File: src/hfq_pkg.sv
// Package for the hashed FIFO ready queue: opcodes, status codes, FNV-1a constants.
// No dependencies.
`timescale 1ns / 1ps
`default_nettype none
package hfq_pkg;
  typedef enum logic [1:0] {
    OP_ENQ = 2'd0,
    OP_DEQ = 2'd1,
    OP_REM = 2'd2,
    OP_HAS = 2'd3
  } op_t;

  typedef enum logic [2:0] {
    ST_OK    = 3'd0,
    ST_OVER  = 3'd1,
    ST_FULL  = 3'd2,
    ST_EMPTY = 3'd3,
    ST_NONE  = 3'd4
  } status_t;

  localparam logic [31:0] FNV_BASIS = 32'h811C9DC5;
  localparam logic [31:0] FNV_MULT  = 32'h01000193;
  localparam logic [6:0]  THRESHOLD_RESET = 7'd48;
endpackage
`default_nettype wire

File: src/hfq_if.sv
// Valid/ready channel interface with a generic payload.
// No dependencies.
`timescale 1ns / 1ps
`default_nettype none
interface hfq_if #(parameter int W = 8) (input wire logic clk);
  logic         valid;
  logic         ready;
  logic [W-1:0] data;
  modport source (output valid, output data, input ready);
  modport sink (input valid, input data, output ready);
endinterface
`default_nettype wire

File: src/hashed_fifo_ready_queue.sv
// Top level of the hashed FIFO ready queue: sequencer and slot memories.
// Depends on hfq_pkg, hfq_if and hfq_hash.
//
//  channel  dir  payload
//  req      in   {operation[49:48], id[47:32], handle[31:0]}
//  rsp      out  {status[58:56], found[55], result_id[54:39], result_handle[38:7],
//                 entry_count[6:0]}
//
// Sequence: the id is hashed, then each probe issues the slot read and checks the
// registered data, up to CAPACITY probes, and the output register is loaded.
// Remove adds an unlink step. Dequeue skips the hash and the probes: it reads the
// head slot and takes it through the unlink path; on an empty queue it goes
// straight to the output register.
// Reset clears head, tail and count; the occupied map is then cleared one slot
// per cycle while req.ready stays low.
// A result waiting in the output register stalls the sequencer only when the
// next result is ready to load; a new request is accepted once it is idle.
`timescale 1ns / 1ps
`default_nettype none
module hashed_fifo_ready_queue
  import hfq_pkg::*;
#(
  parameter int CAPACITY = 64
) (
  input  wire logic       clk,
  input  wire logic       rst,
  input  wire logic       cfg_we,
  input  wire logic [6:0] cfg_wdata,
  hfq_if.sink             req,
  hfq_if.source           rsp
);
  localparam int AW = (CAPACITY > 1) ? $clog2(CAPACITY) : 1;
  localparam int CW = $clog2(CAPACITY + 1);
  localparam int TW = (CW > 7) ? CW : 7;

  typedef enum logic [3:0] {
    S_CLEAR, S_IDLE, S_HASH, S_PROBE, S_CHECK, S_RD, S_UNLINK, S_LINK2, S_DONE
  } state_t;

  state_t          state;
  logic [6:0]      threshold;
  logic [1:0]      op;
  logic [15:0]     id;
  logic [31:0]     handle;
  logic [AW-1:0]   head, tail, cur, clr;
  logic [CW-1:0]   count, probes;

  // slot memories
  logic          occ_mem [CAPACITY];
  logic [15:0]   key_mem [CAPACITY];
  logic [31:0]   ref_mem [CAPACITY];
  logic [AW-1:0] fwd_mem [CAPACITY];
  logic [AW-1:0] bwd_mem [CAPACITY];
  logic          occ_q;
  logic [15:0]   key_q;
  logic [31:0]   ref_q;
  logic [AW-1:0] fwd_q, bwd_q;

  logic          hash_start, hash_done;
  logic [AW-1:0] hash_slot;

  logic [2:0]  r_status;
  logic        r_found;
  logic [15:0] r_id;
  logic [31:0] r_handle;

  // output register
  logic [2:0]  o_status;
  logic        o_found;
  logic [15:0] o_id;
  logic [31:0] o_handle;
  logic [6:0]  o_count;
  logic        out_valid;
  logic        load_out;

  assign req.ready = (state == S_IDLE);
  assign rsp.valid = out_valid;
  assign rsp.data  = {o_status, o_found, o_id, o_handle, o_count};
  assign hash_start = req.valid && req.ready;
  assign load_out  = (state == S_DONE) && (!out_valid || rsp.ready);

  hfq_hash #(.CAPACITY(CAPACITY), .AW(AW)) u_hash (
    .clk(clk), .rst(rst), .start(hash_start), .id(req.data[47:32]),
    .done(hash_done), .slot(hash_slot)
  );

  // registered reads at cur
  always_ff @(posedge clk) begin
    occ_q <= occ_mem[cur];
    key_q <= key_mem[cur];
    ref_q <= ref_mem[cur];
    fwd_q <= fwd_mem[cur];
    bwd_q <= bwd_mem[cur];
  end

  logic [AW-1:0] nxt;
  assign nxt = (cur == AW'(CAPACITY - 1)) ? '0 : cur + AW'(1);

  always_ff @(posedge clk) begin
    if (rst) begin
      state <= S_CLEAR;
      clr <= '0;
      threshold <= THRESHOLD_RESET;
      head <= '0;
      tail <= '0;
      count <= '0;
      out_valid <= 1'b0;
    end else begin
      if (cfg_we) threshold <= cfg_wdata;
      // load the finished result, or drop the one just taken
      if (load_out) begin
        out_valid <= 1'b1;
        o_status  <= r_status;
        o_found   <= r_found;
        o_id      <= r_id;
        o_handle  <= r_handle;
        o_count   <= 7'(count);
      end else if (rsp.valid && rsp.ready) begin
        out_valid <= 1'b0;
      end
      unique case (state)
        S_CLEAR: begin
          // clear one occupied bit per cycle after reset
          occ_mem[clr] <= 1'b0;
          clr <= clr + AW'(1);
          if (clr == AW'(CAPACITY - 1)) state <= S_IDLE;
        end
        S_IDLE: begin
          if (hash_start) begin
            op     <= req.data[49:48];
            id     <= req.data[47:32];
            handle <= req.data[31:0];
            r_status <= ST_OK;
            r_found  <= 1'b0;
            r_id     <= '0;
            r_handle <= '0;
            probes   <= '0;
            if (op_t'(req.data[49:48]) == OP_DEQ) begin
              if (count == '0) begin
                r_status <= ST_EMPTY;
                state <= S_DONE;
              end else begin
                cur <= head;
                state <= S_RD;
              end
            end else begin
              state <= S_HASH;
            end
          end
        end
        S_HASH: begin
          if (hash_done) begin
            cur <= hash_slot;
            state <= S_PROBE;
          end
        end
        S_PROBE: begin
          // memory read of cur is in flight
          if (probes == CW'(CAPACITY)) begin
            r_status <= (op_t'(op) == OP_ENQ) ? ST_FULL : ST_NONE;
            state <= S_DONE;
          end else begin
            state <= S_CHECK;
          end
        end
        S_CHECK: begin
          if (op_t'(op) == OP_ENQ) begin
            if (!occ_q) begin
              occ_mem[cur] <= 1'b1;
              key_mem[cur] <= id;
              ref_mem[cur] <= handle;
              if (count == '0) head <= cur;
              else begin
                fwd_mem[tail] <= cur;
                bwd_mem[cur]  <= tail;
              end
              tail <= cur;
              count <= count + CW'(1);
              r_status <= ((TW'(count) + TW'(1)) > TW'(threshold)) ? ST_OVER : ST_OK;
              state <= S_DONE;
            end else begin
              cur <= nxt;
              probes <= probes + CW'(1);
              state <= S_PROBE;
            end
          end else if (occ_q && key_q == id) begin
            r_found <= 1'b1;
            if (op_t'(op) == OP_REM) begin
              r_id <= key_q;
              r_handle <= ref_q;
              state <= S_UNLINK;
            end else state <= S_DONE;
          end else begin
            cur <= nxt;
            probes <= probes + CW'(1);
            state <= S_PROBE;
          end
        end
        S_RD: begin
          r_found <= 1'b1;
          op <= OP_REM;
          id <= '0;
          // dequeue: head is occupied; take it via the unlink path
          state <= S_LINK2;
        end
        S_LINK2: begin
          r_id <= key_q;
          r_handle <= ref_q;
          state <= S_UNLINK;
        end
        S_UNLINK: begin
          if (cur == head && cur == tail) begin
            head <= '0;
            tail <= '0;
          end else if (cur == head) head <= fwd_q;
          else if (cur == tail) tail <= bwd_q;
          else begin
            fwd_mem[bwd_q] <= fwd_q;
            bwd_mem[fwd_q] <= bwd_q;
          end
          occ_mem[cur] <= 1'b0;
          count <= count - CW'(1);
          state <= S_DONE;
        end
        S_DONE: begin
          if (load_out) state <= S_IDLE;
        end
        default: state <= S_IDLE;
      endcase
    end
  end

  assert property (@(posedge clk) disable iff (rst) count <= CW'(CAPACITY))
    else $error("count above capacity");
  assert property (@(posedge clk) disable iff (rst)
    (state == S_UNLINK) |=> $past(count) == count + CW'(1))
    else $error("unlink did not decrement");
  assert property (@(posedge clk) disable iff (rst)
    (rsp.valid && !rsp.ready) |=> (rsp.valid && $stable(rsp.data)))
    else $error("response changed while stalled");
  assert property (@(posedge clk) disable iff (rst) (state == S_CLEAR) |-> !req.ready)
    else $error("accept during clear");
endmodule
`default_nettype wire

File: src/hfq_hash.sv
// FNV-1a hash of a 16-bit id, one byte per cycle, folded and reduced to a slot index.
// Depends on hfq_pkg.
`timescale 1ns / 1ps
`default_nettype none
module hfq_hash
  import hfq_pkg::*;
#(
  parameter int CAPACITY = 64,
  parameter int AW = 6
) (
  input  wire logic          clk,
  input  wire logic          rst,
  input  wire logic          start,
  input  wire logic [15:0]   id,
  output logic               done,
  output logic [AW-1:0]      slot
);
  // Reciprocal for the slot reduction; exact for any 16-bit fold and CAPACITY <= 4096.
  localparam logic [31:0] RECIP = 32'((64'd1 << 32) / 64'(CAPACITY) + 64'd1);

  logic [31:0] h;
  logic [15:0] idr;
  logic [2:0]  step;
  logic        busy;
  logic [7:0]  byte_v;
  logic [31:0] mixed;
  logic [15:0] fold;
  logic [47:0] prod;
  logic [15:0] quot;
  logic [31:0] qmul;

  assign byte_v = (step == 3'd0) ? idr[7:0] : (step == 3'd1) ? idr[15:8] : 8'h00;
  assign mixed  = (h ^ {24'd0, byte_v}) * FNV_MULT;
  assign fold   = h[31:16] ^ h[15:0];
  assign prod   = 48'(fold) * 48'(RECIP);
  assign qmul   = 32'(quot) * 32'(CAPACITY);
  assign slot   = fold[AW-1:0] - qmul[AW-1:0];

  always_ff @(posedge clk) begin
    if (rst) begin
      busy <= 1'b0;
      done <= 1'b0;
      step <= '0;
    end else begin
      done <= 1'b0;
      if (start) begin
        busy <= 1'b1;
        step <= '0;
        h    <= FNV_BASIS;
        idr  <= id;
      end else if (busy) begin
        step <= step + 3'd1;
        if (step == 3'd4) begin
          // hold the quotient; the slot is the remainder of the fold
          quot <= prod[47:32];
          busy <= 1'b0;
          done <= 1'b1;
        end else begin
          h <= mixed;
        end
      end
    end
  end
endmodule
`default_nettype wire

File: src/flat_wrapper.sv
// flat-port wrapper written by rule: the top's interface ports become plain ports
module hashed_fifo_ready_queue_flat import hfq_pkg::*;
#(
  parameter int CAPACITY = 64
)
  (clk, rst, cfg_we, cfg_wdata, req_valid, req_data, req_ready, rsp_valid, rsp_data, rsp_ready);
  hfq_if #(.W(50)) req_i (.clk(clk));
  hfq_if #(.W(59)) rsp_i (.clk(clk));
  input  wire logic clk;
  input  wire logic rst;
  input  wire logic cfg_we;
  input  wire logic [6:0] cfg_wdata;
  input wire logic [$bits(req_i.valid)-1:0] req_valid;
  input wire logic [$bits(req_i.data)-1:0] req_data;
  output wire logic [$bits(req_i.ready)-1:0] req_ready;
  output wire logic [$bits(rsp_i.valid)-1:0] rsp_valid;
  output wire logic [$bits(rsp_i.data)-1:0] rsp_data;
  input wire logic [$bits(rsp_i.ready)-1:0] rsp_ready;
  assign req_i.valid = req_valid;
  assign req_i.data = req_data;
  assign req_ready = req_i.ready;
  assign rsp_valid = rsp_i.valid;
  assign rsp_data = rsp_i.data;
  assign rsp_i.ready = rsp_ready;
  hashed_fifo_ready_queue #(.CAPACITY(CAPACITY)) u_core (.clk(clk), .rst(rst), .cfg_we(cfg_we), .cfg_wdata(cfg_wdata), .req(req_i), .rsp(rsp_i));
endmodule
File: config.mk
export PLATFORM = sky130hd
export DESIGN_NAME = hashed_fifo_ready_queue_flat
export DESIGN_NICKNAME = d
export VERILOG_FILES = /design/src/hfq_pkg.sv /design/src/hfq_if.sv /design/src/hashed_fifo_ready_queue.sv /design/src/hfq_hash.sv /design/src/flat_wrapper.sv
export SDC_FILE = /design/constraint.sdc
export NUM_CORES = 2
export LEC_CHECK = 0
export ABC_AREA = 1
export BUFFER_PORTS_ARGS = -buffer_cell sky130_fd_sc_hd__clkbuf_2
export CORE_MARGIN = 5
export CORE_UTILIZATION = 35
export CTS_BUF_LIST = sky130_fd_sc_hd__clkbuf_16
export CTS_CLUSTER_SIZE = 28
export DETAILED_ROUTE_END_ITERATION = 6
export GPL_ROUTABILITY_DRIVEN = 0
export MAX_ROUTING_LAYER = met4
export PLACE_DENSITY = 0.45
export SYNTH_ARGS = -nofsm -noshare
export SYNTH_HDL_FRONTEND = slang
export SYNTH_SLANG_ARGS = --single-unit
File: constraint.sdc
create_clock -name clk -period 7.5 [get_ports clk]
set_clock_uncertainty 0.2 [all_clocks]
set_input_delay 0.75 -clock clk [delete_from_list [all_inputs] [get_ports clk]]
set_output_delay 0.75 -clock clk [all_outputs]
set_load 0.03 [all_outputs]
==> impl_metrics.json <==
{
  "die_h_um": 690,
  "die-area_um2": 477000,
  "worst_skew_pair.late_latency_ns": 1.03,
  "grt_pass1_vias": 98300,
  "clk_path_buf_depth": 4,
  "cap_violations": 0,
  "cpLargestDelayFamily": "adder cells",
  "worst_r2r_path_depth": 23,
  "die-width_um": 690,
  "place_inst": 17700,
  "synth_edf_count": 4116,
  "status": "finished, final reports clean",
  "finalWorstSetupSlack_ns": 1.05,
  "r2r-start": "u_core.u_hash.step[0]",
  "fin_cells": 18600,
  "slew_headroom_pct": 15.2,
  "path_max_fanout": 8,
  "finalMaxSlewViolations": 0,
  "ys_types": 51,
  "fin_util_pct": 40.6,
  "synth_flop_cell": "edfxtp_1",
  "criticalPathCategory": "flop to flop",
  "worstHoldStart": "req_valid",
  "drive_gt1_share_pct": 9.80,
  "hp-class": "primary input to flop",
  "num-fill-cells": 42800,
  "min_to": "u_core.u_hash.h[1]",
  "syn_nets": 11800,
  "vias": 100000,
  "htree_levels": 5,
  "ys_seq_elements": 4219,
  "hold_viol_final": 0,
  "clkSlewWorstSetupHoldPaths_ns": 0.06,
  "drt-pass1-iter-count": 6,
  "io_pins": 123,
  "r2r-end": "u_core.u_hash.h[15]",
  "syn_avg_cell_area_um2": 14.0,
  "fmax_mhz": 155,
  "cts_sinks": 4219,
  "arrival_ns": 7.00,
  "post_cts_buffers": 0,
  "rsz0062_at_grt": "no",
  "numCtsBuffers": 456,
  "fp.coreArea_um2": 460000,
  "worst_slew_pin_slew_ns": 1.26,
  "route.detailed.drc": 0,
  "synthTopCellsByArea": "edfxtp_1 (76%), nand2_1 (7.1%), inv_1 (1.7%)",
  "root_buffer": "clkbuf_16",
  "synth_area_leader_cell": "edfxtp_1",
  "holdPathStages": 4,
  "setup_tns_ns": 0,
  "grt_pass1_wl_um": 787000,
  "critPathBufInv": 3,
  "regToRegSetupSlack_ns": 1.05,
  "port_buffers": 122,
  "area_growth_pct": 15.4,
  "powerDensity_nw_per_um2": 314,
  "postRouteAntennaNets": 0,
  "p_leak_nw": 63.4,
  "dp_hpwl_um": 318000,
  "finalCriticalPeriod_ns": 6.45,
  "grt_max_degree": 109,
  "worstSetupStartpointType": "flop",
  "avgViaCountPerCell": 5.39,
  "synthCells": 11600,
  "initial_utilization_pct": 35.2,
  "rows": 249,
  "yosysMostFrequentCell": "edfxtp_1",
  "crit_path_frequent_cell": "ha_1",
  "async_flop_share_pct": 0,
  "wl_um": 567000,
  "yosys.area.top_type_share_pct": 76.3,
  "multiInputGateArea_um2": 32000,
  "wl_per_cell_um": 30.5,
  "crit_chain": "ha_1 > inv_1 > nor2_1 > nand2_1 > a21oi_1 > xor2_1 > ha_1 > ha_1 > fa_1 > ha_1 > fa_1 > ha_1 > inv_1 > fa_1 > inv_1 > ha_1 > nand2_1 > nor2_1 > nand2_1 > o21ai_0 > nand3_1 > nand3_1 > nand3_1",
  "groute.usage.overall_pct": 23.7,
  "slowest_delay_ns": 0.52,
  "register_area_um2": 126000,
  "min_period_over_period_pct": 86.0,
  "synth.cells.most_frequent": "edfxtp_1 (4116), nand2_1 (3078), inv_1 (749), nor2_1 (645), o21ai_0 (402)",
  "cts_tree": "built",
  "ir_drop_mv": 0.767,
  "yosys_warnings": 0,
  "dr.first_iter.drc_count": 11100,
  "final_nets": 12300,
  "cpMaxStageDelayCell": "xor2_1",
  "critPathRequiredTime_ns": 8.05,
  "overflow": 0,
  "dp_slack_ns": 1.08,
  "yosysSeqAreaShare_pct": 77.6,
  "antenna_found_initial": 32,
  "cp-end-kind": "flop",
  "setup_viol": 0,
  "netlist_area_um2": 162000,
  "total_power_mw": 58.7
}
## where the power goes
part           total, mW  internal [mW]  switching (mW)  leakage [nW]
registers           26.3           26.2           0.174          37.0
clock network       21.7           12.2            9.56          7.47
logic               10.7           3.84            6.82          18.9
## logic make-up after synthesis
kind of cell | Yosys count | synth area share (%)
and+or+nand+nor | 4328 | 10.9
DFF | 4219 | 77.6
xor gates and xnor gates | 42 | 0.227
buffers and inverters | 1282 | 3.10
adders and majority gates | 168 | 1.47
AOI/OAI and AO/OA | 1556 | 6.74
## flip-flops by register name (all words and copies together) (netlist names), 16 cells and up
name and flops:
u_core.r_handle 32, u_core.occ_mem 64, u_core.r_id 16, u_core.u_hash.idr 16
u_core.bwd_mem 384, u_core.fwd_mem 384, u_core.u_hash.h 22, u_core.ref_mem 2048
u_core.handle 32, u_core.key_mem 1024, u_core.key_q 16, u_core.ref_q 32
u_core.o_id 16, u_core.id 16, u_core.o_handle 32
## per-layer routing
layer  GRT usage [%]  share of wire (%)  routed length (µm)  up-vias
li1                -                  -                   -    43100
met1            32.7                 44              247000    52200
met2            37.6                 47              267000     4054
met3            3.31                7.0               39800      764
met4            5.21                2.4               13500        0
met5               -                  0                   0        -
## timing repair
action,4_1_cts,5_1_grt
hold buffers,70,0
hold endpoints to repair,75,0
gates resized for setup,0,0
## tightest hold or removal path, cell delays in order
cell      delay [ns]
clkbuf_2        0.09
inv_1           0.08
nor2_1          0.17
nor2_1          0.15
## per-stage QoR
stage	hold slack, ns	instance area (µm²)
2_1_floorplan	0.200	162000
3_3_place_gp	0.204	172000
3_5_place_dp	0.205	172000
4_1_cts	0.0647	187000
5_1_grt	0.137	187000
6_report	0.152	187000
## placed cells by master (no fill, tap or decap), drive strengths merged, types with 18 or more instances in the layout
master / Yosys / final
o31ai: 24 / 24
o2111ai: 273 / 273
a22oi: 351 / 351
clkbuf: 334 / 581
nand3: 183 / 183
dlygate4sd3: 0 / 70
bufinv: 0 / 32
nand4: 325 / 325
nor3: 29 / 29
o211ai: 51 / 51
a22o: 174 / 174
nand2: 3095 / 3095
inv: 762 / 878
buf: 181 / 304
a221oi: 67 / 67
nor2: 663 / 663
a21oi: 147 / 147
dfxtp: 103 / 103
xnor2: 18 / 18
clkinv: 5 / 245
o21ai: 424 / 424
ha: 130 / 130
fa: 38 / 38
xor2: 24 / 24
edfxtp: 4116 / 4116
## worst max path at each step
stage	depth (start not counted)	from	slack [ns]	to
final	23	u_core.u_hash.step[0]	1.05	u_core.u_hash.h[15]
after global routing	24	u_core.u_hash.step[1]	0.58	u_core.u_hash.h[15]
after CTS	24	u_core.u_hash.step[1]	1.08	u_core.u_hash.h[15]
after detailed placement	24	u_core.u_hash.step[1]	1.08	u_core.u_hash.h[15]
after global placement	24	u_core.u_hash.step[1]	1.02	u_core.u_hash.h[17]
after floorplan	2	rst	1.75	u_core.o_count[0]
## layout make-up
type	instances	area share [%]
diodes	14	0.0187
clock buffers	459	6.14
clock inverters	392	1.53
inverters	767	1.56
multi-input cells	6094	17.1
flip-flops and latches	4219	67.2
well taps	6149	4.11
repair buffers	496	2.32
No activity file was read; power rests on OpenSTA's default activity.
